===== config.mk =====
export PLATFORM = sky130hd
export DESIGN_NAME = square_matrix_arithmetic_core
export DESIGN_NICKNAME = d
export VERILOG_FILES = /design/src/hdl/sma_pkg.sv /design/src/hdl/square_matrix_arithmetic_core.sv /design/src/hdl/sma_ctrl.sv /design/src/hdl/sma_datapath.sv
export SDC_FILE = /design/constraint.sdc
export NUM_CORES = 2
export LEC_CHECK = 0
export BUFFER_PORTS_ARGS = -buffer_cell sky130_fd_sc_hd__buf_2
export CORE_ASPECT_RATIO = 0.9
export CORE_UTILIZATION = 35
export CTS_CLUSTER_SIZE = 24
export DETAILED_ROUTE_END_ITERATION = 7
export GPL_ROUTABILITY_DRIVEN = 0
export REMOVE_ABC_BUFFERS = 1
export SYNTH_ARGS = -nofsm -noshare
export SYNTH_HDL_FRONTEND = slang
export SYNTH_HIERARCHICAL = 1
export SYNTH_SLANG_ARGS = --single-unit

===== constraint.sdc =====
create_clock -name clk_i -period 10.4 [get_ports clk_i]
set_input_delay 1.04 -clock clk_i [delete_from_list [all_inputs] [get_ports clk_i]]
set_output_delay 1.04 -clock clk_i [all_outputs]
set_load 0.01 [all_outputs]

===== src/hdl/sma_pkg.sv =====
`timescale 1ns / 1ps
// Shared types, codes and constants of the square matrix arithmetic core.
package sma_pkg;

  localparam int unsigned DATA_W = 32;
  localparam int unsigned IDX_W = 2;
  localparam int unsigned MODE_W = 2;
  localparam int unsigned ACC_W = 64;
  localparam int unsigned DIM_DEF = 4;
  localparam int unsigned FRAC_BITS_DEF = 16;

  // Configuration register indexes.
  localparam logic REG_OP_MODE = 1'b0;
  localparam logic REG_SCALE = 1'b1;

  localparam logic [MODE_W-1:0] OP_MODE_RESET = 2'd2;
  localparam logic [DATA_W-1:0] SCALE_RESET = 32'h0001_0000;

  typedef enum logic [MODE_W-1:0] {
    MODE_ADD   = 2'd0,
    MODE_SUB   = 2'd1,
    MODE_MUL   = 2'd2,
    MODE_SCALE = 2'd3
  } op_mode_e;

  typedef struct packed {
    logic signed [DATA_W-1:0] a_value;
    logic signed [DATA_W-1:0] b_value;
  } in_beat_t;

  typedef struct packed {
    logic signed [DATA_W-1:0] result_value;
    logic [IDX_W-1:0]         row_index;
    logic [IDX_W-1:0]         col_index;
    logic                     saturated;
    logic                     last_element;
  } out_beat_t;

  // Controller to datapath.
  typedef struct packed {
    logic     load_we;     // store one element pair
    logic     capture;     // sample the scalar register
    logic     rd_en;       // read one operand pair
    logic     first_term;  // restart the accumulator
    logic     last_term;   // final term of this element
    logic     last_elem;   // final element of the matrix
    op_mode_e mode;
  } dp_cmd_t;

  // Datapath to controller.
  typedef struct packed {
    logic done;  // final result beat is on the output this cycle
  } dp_status_t;

endpackage


===== src/hdl/square_matrix_arithmetic_core.sv =====
`timescale 1ns / 1ps
// Top level of the square matrix arithmetic core: register file and unit wiring.
//
//  Channel   Handshake                  Payload            Direction
//  -------   -------------------------  -----------------  ---------
//  load      start high, busy low       in_beat_i          in
//  result    res_valid_o strobe, 1 cyc  res_beat_o         out
//  config    APB psel/penable/pwrite    paddr/pwdata       in/out
//
// Loading accepts one beat per cycle while busy is low. The completing beat raises busy;
// product mode then needs DIM^3 operand reads, the other modes DIM^2 reads, as
// set by one read port per store and one shared multiplier.
// Product mode gives one result beat per DIM terms, the others one beat a cycle.
// Reset clears control state and the registers; the stores hold no reset.
// The receiver cannot stall: each result beat stands for exactly one cycle.
module square_matrix_arithmetic_core #(
  parameter int unsigned DIM = sma_pkg::DIM_DEF,
  parameter int unsigned FRAC_BITS = sma_pkg::FRAC_BITS_DEF
) (
  input  logic                          clk_i,
  input  logic                          rst_ni,
  // load channel
  input  logic                          start,
  output logic                          busy,
  input  sma_pkg::in_beat_t             in_beat_i,
  // result channel
  output logic                          res_valid_o,
  output sma_pkg::out_beat_t            res_beat_o,
  // configuration port
  input  logic                          psel,
  input  logic                          penable,
  input  logic                          pwrite,
  input  logic [2:0]                    paddr,
  input  logic [sma_pkg::DATA_W-1:0]    pwdata,
  output logic [sma_pkg::DATA_W-1:0]    prdata,
  output logic                          pready
);

  localparam int unsigned CELLS = DIM * DIM;
  localparam int unsigned CELL_AW = (CELLS > 1) ? $clog2(CELLS) : 1;
  localparam int unsigned DIM_W = (DIM > 1) ? $clog2(DIM) : 1;

  sma_pkg::op_mode_e op_mode_q;
  logic signed [sma_pkg::DATA_W-1:0] scale_q;
  logic reg_wr;
  logic reg_sel;

  sma_pkg::dp_cmd_t cmd;
  sma_pkg::dp_status_t status;
  logic [CELL_AW-1:0] wr_addr, rd_addr_a, rd_addr_b;
  logic [DIM_W-1:0] row, col;

  // Register file: word index sits at paddr[2]; byte offset is ignored.
  assign pready = 1'b1;
  assign reg_sel = paddr[2];
  assign reg_wr = psel && penable && pwrite && pready;

  always_ff @(posedge clk_i or negedge rst_ni) begin
    if (!rst_ni) begin
      op_mode_q <= sma_pkg::op_mode_e'(sma_pkg::OP_MODE_RESET);
      scale_q <= sma_pkg::SCALE_RESET;
    end else if (reg_wr) begin
      case (reg_sel)
        sma_pkg::REG_OP_MODE: op_mode_q <= sma_pkg::op_mode_e'(pwdata[sma_pkg::MODE_W-1:0]);
        sma_pkg::REG_SCALE:   scale_q <= pwdata;
        default:              scale_q <= scale_q;
      endcase
    end
  end

  always_comb begin
    case (reg_sel)
      sma_pkg::REG_OP_MODE: prdata = sma_pkg::DATA_W'(op_mode_q);
      sma_pkg::REG_SCALE:   prdata = scale_q;
      default:              prdata = '0;
    endcase
  end

  // Sequencer: counts load beats, then walks every result element and term.
  sma_ctrl #(
    .DIM(DIM)
  ) u_ctrl (
    .clk_i      (clk_i),
    .rst_ni     (rst_ni),
    .start_i    (start),
    .op_mode_i  (op_mode_q),
    .status_i   (status),
    .busy_o     (busy),
    .cmd_o      (cmd),
    .wr_addr_o  (wr_addr),
    .rd_addr_a_o(rd_addr_a),
    .rd_addr_b_o(rd_addr_b),
    .row_o      (row),
    .col_o      (col)
  );

  // Datapath: holds both matrices, multiplies, accumulates and saturates.
  sma_datapath #(
    .DIM      (DIM),
    .FRAC_BITS(FRAC_BITS)
  ) u_datapath (
    .clk_i      (clk_i),
    .rst_ni     (rst_ni),
    .cmd_i      (cmd),
    .wr_addr_i  (wr_addr),
    .rd_addr_a_i(rd_addr_a),
    .rd_addr_b_i(rd_addr_b),
    .row_i      (row),
    .col_i      (col),
    .beat_i     (in_beat_i),
    .scale_i    (scale_q),
    .status_o   (status),
    .res_valid_o(res_valid_o),
    .res_beat_o (res_beat_o)
  );

endmodule


===== src/hdl/sma_ctrl.sv =====
`timescale 1ns / 1ps
// Controller: load counter, compute sequencer and address generation.
module sma_ctrl #(
  parameter int unsigned DIM = sma_pkg::DIM_DEF,
  localparam int unsigned CELLS = DIM * DIM,
  localparam int unsigned CELL_AW = (CELLS > 1) ? $clog2(CELLS) : 1,
  localparam int unsigned DIM_W = (DIM > 1) ? $clog2(DIM) : 1
) (
  input  logic                 clk_i,
  input  logic                 rst_ni,
  input  logic                 start_i,
  input  sma_pkg::op_mode_e    op_mode_i,
  input  sma_pkg::dp_status_t  status_i,
  output logic                 busy_o,
  output sma_pkg::dp_cmd_t     cmd_o,
  output logic [CELL_AW-1:0]   wr_addr_o,
  output logic [CELL_AW-1:0]   rd_addr_a_o,
  output logic [CELL_AW-1:0]   rd_addr_b_o,
  output logic [DIM_W-1:0]     row_o,
  output logic [DIM_W-1:0]     col_o
);

  typedef enum logic [2:0] {
    ST_LOAD  = 3'b001,
    ST_ISSUE = 3'b010,
    ST_DRAIN = 3'b100
  } ctrl_state_e;

  ctrl_state_e state_q, state_d;
  sma_pkg::op_mode_e mode_q, mode_d;
  logic [CELL_AW-1:0] ld_cnt_q, ld_cnt_d;
  logic [DIM_W-1:0] i_q, i_d, j_q, j_d, k_q, k_d;
  logic load_we, load_done, is_mul, last_term, last_elem, last_issue;

  assign busy_o = (state_q != ST_LOAD);
  assign load_we = (state_q == ST_LOAD) && start_i;
  assign load_done = load_we && (ld_cnt_q == CELL_AW'(CELLS - 1));
  assign is_mul = (mode_q == sma_pkg::MODE_MUL);
  assign last_term = !is_mul || (k_q == DIM_W'(DIM - 1));
  assign last_elem = (i_q == DIM_W'(DIM - 1)) && (j_q == DIM_W'(DIM - 1));
  assign last_issue = last_term && last_elem;

  always_comb begin
    state_d = state_q;
    mode_d = mode_q;
    ld_cnt_d = ld_cnt_q;
    i_d = i_q;
    j_d = j_q;
    k_d = k_q;
    case (state_q)
      ST_LOAD: begin
        if (load_done) begin
          ld_cnt_d = '0;
          mode_d = op_mode_i;
          i_d = '0;
          j_d = '0;
          k_d = '0;
          state_d = ST_ISSUE;
        end else if (load_we) begin
          ld_cnt_d = ld_cnt_q + CELL_AW'(1);
        end
      end
      ST_ISSUE: begin
        if (last_term) begin
          k_d = '0;
          if (j_q == DIM_W'(DIM - 1)) begin
            j_d = '0;
            i_d = i_q + DIM_W'(1);
          end else begin
            j_d = j_q + DIM_W'(1);
          end
        end else begin
          k_d = k_q + DIM_W'(1);
        end
        if (last_issue) begin
          state_d = ST_DRAIN;
        end
      end
      ST_DRAIN: begin
        if (status_i.done) begin
          state_d = ST_LOAD;
        end
      end
      default: begin
        state_d = ST_LOAD;
      end
    endcase
  end

  always_ff @(posedge clk_i or negedge rst_ni) begin
    if (!rst_ni) begin
      state_q <= ST_LOAD;
      mode_q <= sma_pkg::MODE_MUL;
      ld_cnt_q <= '0;
      i_q <= '0;
      j_q <= '0;
      k_q <= '0;
    end else begin
      state_q <= state_d;
      mode_q <= mode_d;
      ld_cnt_q <= ld_cnt_d;
      i_q <= i_d;
      j_q <= j_d;
      k_q <= k_d;
    end
  end

  always_comb begin
    cmd_o.load_we = load_we;
    cmd_o.capture = load_done;
    cmd_o.rd_en = (state_q == ST_ISSUE);
    cmd_o.first_term = !is_mul || (k_q == '0);
    cmd_o.last_term = last_term;
    cmd_o.last_elem = last_elem;
    cmd_o.mode = mode_q;
  end

  assign wr_addr_o = ld_cnt_q;
  assign row_o = i_q;
  assign col_o = j_q;
  // Product mode walks row i of A and column j of B; element-wise modes read cell (i, j).
  assign rd_addr_a_o = CELL_AW'(i_q) * CELL_AW'(DIM) + (is_mul ? CELL_AW'(k_q) : CELL_AW'(j_q));
  assign rd_addr_b_o = is_mul ? (CELL_AW'(k_q) * CELL_AW'(DIM) + CELL_AW'(j_q))
                              : (CELL_AW'(i_q) * CELL_AW'(DIM) + CELL_AW'(j_q));

`ifndef SYNTHESIS
  a_no_result_while_loading: assert property (@(posedge clk_i) disable iff (!rst_ni)
    (state_q == ST_LOAD) |-> !status_i.done)
    else $error("result beat while loading");
  a_capture_starts_issue: assert property (@(posedge clk_i) disable iff (!rst_ni)
    cmd_o.capture |=> (state_q == ST_ISSUE) && (i_q == '0) && (j_q == '0) && (k_q == '0))
    else $error("compute did not start from the first element");
`endif

endmodule


===== src/hdl/sma_datapath.sv =====
`timescale 1ns / 1ps
// Datapath: matrix stores, shared multiplier, accumulator and saturation.
module sma_datapath #(
  parameter int unsigned DIM = sma_pkg::DIM_DEF,
  parameter int unsigned FRAC_BITS = sma_pkg::FRAC_BITS_DEF,
  localparam int unsigned CELLS = DIM * DIM,
  localparam int unsigned CELL_AW = (CELLS > 1) ? $clog2(CELLS) : 1,
  localparam int unsigned DIM_W = (DIM > 1) ? $clog2(DIM) : 1
) (
  input  logic                                clk_i,
  input  logic                                rst_ni,
  input  sma_pkg::dp_cmd_t                    cmd_i,
  input  logic [CELL_AW-1:0]                  wr_addr_i,
  input  logic [CELL_AW-1:0]                  rd_addr_a_i,
  input  logic [CELL_AW-1:0]                  rd_addr_b_i,
  input  logic [DIM_W-1:0]                    row_i,
  input  logic [DIM_W-1:0]                    col_i,
  input  sma_pkg::in_beat_t                   beat_i,
  input  logic signed [sma_pkg::DATA_W-1:0]   scale_i,
  output sma_pkg::dp_status_t                 status_o,
  output logic                                res_valid_o,
  output sma_pkg::out_beat_t                  res_beat_o
);

  localparam int unsigned DW = sma_pkg::DATA_W;
  localparam int unsigned AW = sma_pkg::ACC_W;

  typedef struct packed {
    logic                first_term;
    logic                last_term;
    logic                last_elem;
    logic                is_mul;
    sma_pkg::op_mode_e   mode;
    logic [DIM_W-1:0]    row;
    logic [DIM_W-1:0]    col;
  } tag_t;

  logic [DW-1:0] store_a_q [CELLS];
  logic [DW-1:0] store_b_q [CELLS];
  logic signed [DW-1:0] a_rd_q, b_rd_q, scale_q;

  logic s1_v_q, s2_v_q, s3_v_q;
  tag_t s1_tag_q, s2_tag_q, s3_tag_q, s0_tag;

  logic signed [DW-1:0] op_x;
  logic signed [AW-1:0] term_d, term_q, term_s, acc_d, acc_q;
  logic clip;
  logic [DIM_W+1:0] row_ext, col_ext;

  logic res_valid_q;
  sma_pkg::out_beat_t res_q, res_d;

  // Element stores: one write port for loading, one registered read port each.
  always_ff @(posedge clk_i) begin
    if (cmd_i.load_we) begin
      store_a_q[wr_addr_i] <= beat_i.a_value;
      store_b_q[wr_addr_i] <= beat_i.b_value;
    end
    if (cmd_i.rd_en) begin
      a_rd_q <= store_a_q[rd_addr_a_i];
      b_rd_q <= store_b_q[rd_addr_b_i];
    end
    if (cmd_i.capture) begin
      scale_q <= scale_i;
    end
  end

  always_comb begin
    s0_tag.first_term = cmd_i.first_term;
    s0_tag.last_term = cmd_i.last_term;
    s0_tag.last_elem = cmd_i.last_elem;
    s0_tag.is_mul = (cmd_i.mode == sma_pkg::MODE_MUL) || (cmd_i.mode == sma_pkg::MODE_SCALE);
    s0_tag.mode = cmd_i.mode;
    s0_tag.row = row_i;
    s0_tag.col = col_i;
  end

  // Stage 1 to 2: one multiplier shared by product and scale modes.
  assign op_x = (s1_tag_q.mode == sma_pkg::MODE_SCALE) ? scale_q : a_rd_q;

  always_comb begin
    case (s1_tag_q.mode)
      sma_pkg::MODE_ADD: term_d = AW'(a_rd_q) + AW'(b_rd_q);
      sma_pkg::MODE_SUB: term_d = AW'(a_rd_q) - AW'(b_rd_q);
      default:           term_d = AW'(op_x) * AW'(b_rd_q);
    endcase
  end

  // Stage 2 to 3: truncate products toward minus infinity, then accumulate.
  assign term_s = s2_tag_q.is_mul ? (term_q >>> FRAC_BITS) : term_q;
  assign acc_d = s2_tag_q.first_term ? term_s : (acc_q + term_s);

  always_ff @(posedge clk_i) begin
    if (s1_v_q) begin
      term_q <= term_d;
    end
    if (s2_v_q) begin
      acc_q <= acc_d;
    end
  end

  always_ff @(posedge clk_i or negedge rst_ni) begin
    if (!rst_ni) begin
      s1_v_q <= 1'b0;
      s2_v_q <= 1'b0;
      s3_v_q <= 1'b0;
      s1_tag_q <= '0;
      s2_tag_q <= '0;
      s3_tag_q <= '0;
    end else begin
      s1_v_q <= cmd_i.rd_en;
      s2_v_q <= s1_v_q;
      s3_v_q <= s2_v_q;
      s1_tag_q <= s0_tag;
      s2_tag_q <= s1_tag_q;
      s3_tag_q <= s2_tag_q;
    end
  end

  // Stage 3 to output: saturate the finished sum to 32 bits.
  assign clip = !((&acc_q[AW-1:DW-1]) || !(|acc_q[AW-1:DW-1]));
  assign row_ext = (DIM_W + 2)'(s3_tag_q.row);
  assign col_ext = (DIM_W + 2)'(s3_tag_q.col);

  always_comb begin
    res_d.saturated = clip;
    if (clip) begin
      res_d.result_value = acc_q[AW-1] ? {1'b1, {(DW - 1){1'b0}}} : {1'b0, {(DW - 1){1'b1}}};
    end else begin
      res_d.result_value = acc_q[DW-1:0];
    end
    res_d.row_index = row_ext[sma_pkg::IDX_W-1:0];
    res_d.col_index = col_ext[sma_pkg::IDX_W-1:0];
    res_d.last_element = s3_tag_q.last_elem;
  end

  always_ff @(posedge clk_i) begin
    if (s3_v_q && s3_tag_q.last_term) begin
      res_q <= res_d;
    end
  end

  always_ff @(posedge clk_i or negedge rst_ni) begin
    if (!rst_ni) begin
      res_valid_q <= 1'b0;
    end else begin
      res_valid_q <= s3_v_q && s3_tag_q.last_term;
    end
  end

  assign res_valid_o = res_valid_q;
  assign res_beat_o = res_q;
  assign status_o.done = res_valid_q && res_q.last_element;

`ifndef SYNTHESIS
  a_sat_is_extreme: assert property (@(posedge clk_i) disable iff (!rst_ni)
    (res_valid_q && res_q.saturated) |->
      (res_q.result_value == 32'sh7fff_ffff || res_q.result_value == 32'sh8000_0000))
    else $error("saturated beat not at a range limit");
  a_load_when_drained: assert property (@(posedge clk_i) disable iff (!rst_ni)
    cmd_i.load_we |-> !(s1_v_q || s2_v_q || s3_v_q || res_valid_q))
    else $error("store written while compute in flight");
`endif

endmodule


==> impl_metrics.toml <==
[synthesis]
ys_seq_elements = 1363
yosysSeqAreaShare_pct = 43.2
ys.flop_type = "edfxtp_1"
yosysTopAreaCell = "edfxtp_1"
synth.top_cells.by_area = "edfxtp_1 41%, fa_1 23%, mux4_2 7.7%, ha_1 4.2%, inv_1 4.1%"
yosys.area.top_type_share_pct = 41.1
async_flop_share_pct = 5.65
synth.distinct_cells = 95
syn_area_per_cell_um2 = 13.1
synth_edf_count = 1286
syn-cell-area_um2 = 93900
syn_inst = 7193
yosysWarningCount = 6

[route]
firstDrtPassIters = 5
routed_wl_um = 271000
antenna_left = 0
drc = 0
drt-wirelength-per-cell_um = 24.6
routed_via_density = 5.30
vias = 58300
first_iter_violations = 5623

[worst_setup_path]
reg2reg_slack_ps = 970
critPathLaunch = "u_datapath/s1_tag_q[5]$_DFF_PN0_"
crit_slowest_cell = "fa_1"
timing.rr.end = "u_datapath/term_q[60]$_DFFE_PP_"
critPathKind = "reg -> reg"
cp_slowest_stage_delay_ps = 980
worst_path_most_repeated_cell = "fa_1"
arrival_ps = 10010
crit_cells = 25
crit_fanout = 19
end_kind = "register"
worstPathRequired_ps = 10980
startpoint_type = "register"
cp_num_buf_inv = 3
reg2regPathDepth = 25
r2r-start = "u_datapath/s1_tag_q[5]$_DFF_PN0_"
crit_family = "adder cells"
cp-endpoint = "u_datapath/term_q[60]$_DFFE_PP_"

[sta]
setup_ws_ps = 970
setup_viol = 0
slew_headroom_pct = 12.9
slew_viol_final = 0
rsz0062_at_grt = "false"
fmax_mhz = 106
min_period_over_period_pct = 90.7
finalHoldViolations = 0
skew_ps = 93.3
worst_pin_slew_ps = 1310
timing.final.crit_period_ps = 9430

[global_route]
grt_pass1_vias = 60600
grt_pass1_wl_um = 400000
grt-ovfl-total = 0
grtUsageTotal_pct = 20.0
grt_max_degree = 121
antenna_found_initial = 39

[pwr]
ir_worst_vdd_mv = 0.385
p_total_mw = 24.9
p_per_area_nw_per_um2 = 240
power_leakage_nw = 41.1

[floorplanning]
rows = 180
core_um2 = 267000
io_pins = 178
die_h_um = 493
die_area_um2 = 270000
start_util_pct = 35.2
die-width_um = 548

[clocking]
insertion_delay_ps = 830
post_cts_buffers = 0
h-tree-depth = 4
postCtsHoldBufs = 0
cts_resized = 0
cts.path.max_buffers = 4
cts_tree = "yes"
cts_buffers = 145
path_clk_slew_ps = 60
clock-sinks = 1363
cts_root_buf = "clkbuf_16"

[flow_run]
maxCapViolations = 0

[finish]
drive_gt1_share_pct = 14.0
area_growth_syn_to_layout_pct = 10.3
final_util_pct = 38.8
final_cells = 11000
fin_nets = 8826

[placement]
port_buffers = 174
dpl.cell_count = 10700
place_ws_ps = 1010
dp_hpwl_um = 190000

[worst_hold_path]
holdCritPathClass = "in -> async"

[status]
status = "completed"
==> layout by cell type (no fill, tap or decap), types with 32 or more instances in the layout <==
cell type,synthesis,final
ha_1,316,316
mux2_4,32,32
nand2_1,676,672
fa_1,1085,1085
dfrtp_1,73,63
buf_2,3,173
o21ai_0,204,203
and2_1,85,84
inv_1,1034,1034
a21o_1,146,146
clkbuf_16,0,146
mux4_2,320,320
edfxtp_1,1286,1286
xnor2_1,107,107
clkbuf_1,285,37
nor2_1,635,622
nand3_1,45,45
a21oi_1,177,176
xor2_1,49,49
mux2_2,96,96
buf_4,9,146
==> flip-flops by register name, indices dropped and copies added (netlist names), 8 cells and up <==
register               cells
u_datapath/store_a_q     512
u_datapath/store_b_q     512
u_datapath/acc_q          64
u_datapath/term_q         64
u_datapath/res_beat_o     38
scale_q                   32
u_datapath/a_rd_q         32
u_datapath/b_rd_q         32
u_datapath/scale_q        32
u_datapath/s1_tag_q       10
u_datapath/s2_tag_q        8
==> cells by family after synthesis <==
family / count (synthesis) / share of synthesized area (%)
buf+inv: 1389 / 5.63
compound gates: 769 / 5.27
other cells: 1 / 0.00399
fa+ha+maj: 1401 / 27.3
mux: 486 / 9.74
simple gates: 1628 / 7.36
flops: 1363 / 43.2
xor+xnor: 156 / 1.46
==> layout make-up <==
class | count | area, µm²
Fill cell | 25100 | 164000
Multi-Input combinational cell | 4441 | 48200
Sequential cell | 1363 | 40600
Tap cell | 3549 | 4440
Inverter | 1046 | 3930
Clock buffer | 189 | 3870
Timing Repair Buffer | 323 | 2040
Clock inverter | 58 | 459
Antenna cell | 15 | 37.5
==> metrics by stage <==
step / TNS, ps / hold slack, ps / instance area, µm²
after detailed placement: 0 / 336 / 99200
final: 0 / 284 / 104000
after floorplan: -59420 / 331 / 92500
after global routing: 0 / 303 / 104000
after CTS: 0 / 263 / 104000
after global placement: 0 / 331 / 99200
==> how the worst min path moves through the flow <==
| stage | startpoint | endpoint | slack [ps] | cells past startpoint |
|---|---|---|---|---|
| after floorplan | u_datapath/s2_tag_q[0]$_DFF_PN0_ | u_datapath/col_ext[0]$_DFF_PN0_ | 330 | 0 |
| after global placement | u_datapath/s2_tag_q[7]$_DFF_PN0_ | u_datapath/res_d[0]$_DFF_PN0_ | 330 | 0 |
| after detailed placement | u_datapath/s1_tag_q[7]$_DFF_PN0_ | u_datapath/s2_tag_q[7]$_DFF_PN0_ | 340 | 0 |
| after CTS | rst_ni | scale_q[21]$_DFFE_PN0P_ | 260 | 1 |
| after global routing | rst_ni | scale_q[21]$_DFFE_PN0P_ | 300 | 1 |
| final | rst_ni | scale_q[19]$_DFFE_PN0P_ | 280 | 1 |
==> metal layers <==
metal | GRT usage, % | share of wire (%) | vias up
li1 | - | - | 24700
met1 | 26.3 | 40 | 30200
met2 | 30.2 | 44 | 2754
met3 | 7.16 | 12 | 561
met4 | 7.81 | 4.3 | 42
met5 | 0 | 0.10 | -
==> synth_stat cells (10+ instances only) <==
| cell type | count |
|---|---|
| nor2b_1 | 22 |
| a21oi_1 | 177 |
| xor2_1 | 49 |
| ha_1 | 316 |
| o211ai_1 | 14 |
| inv_1 | 1034 |
| dfrtp_1 | 73 |
| clkbuf_1 | 285 |
| nand2b_1 | 24 |
| xnor2_1 | 107 |
| nor2_1 | 635 |
| a211oi_1 | 28 |
| fa_1 | 1085 |
| a21o_1 | 146 |
| buf_1 | 41 |
| nand3_1 | 45 |
| edfxtp_1 | 1286 |
| o21bai_1 | 31 |
| mux2_2 | 96 |
| mux2_4 | 32 |
| a31oi_1 | 26 |
| o21a_1 | 30 |
| o31ai_1 | 10 |
| and2_1 | 85 |
| mux2i_1 | 38 |
| and3_1 | 15 |
| nand2_1 | 676 |
| o21ai_0 | 204 |
| nor4_1 | 15 |
| mux4_2 | 320 |
| nor3_1 | 33 |
| nand4_1 | 24 |
==> where the power goes <==
| part | switching [mW] | internal, mW | leakage, nW |
|---|---|---|---|
| Combinational | 7.96 | 5.41 | 26.5 |
| Clock | 2.12 | 2.75 | 2.11 |
| Sequential | 0.138 | 6.52 | 12.6 |
| Total | 10.2 | 14.7 | 41.1 |
Power figures use the tool's default switching activity.
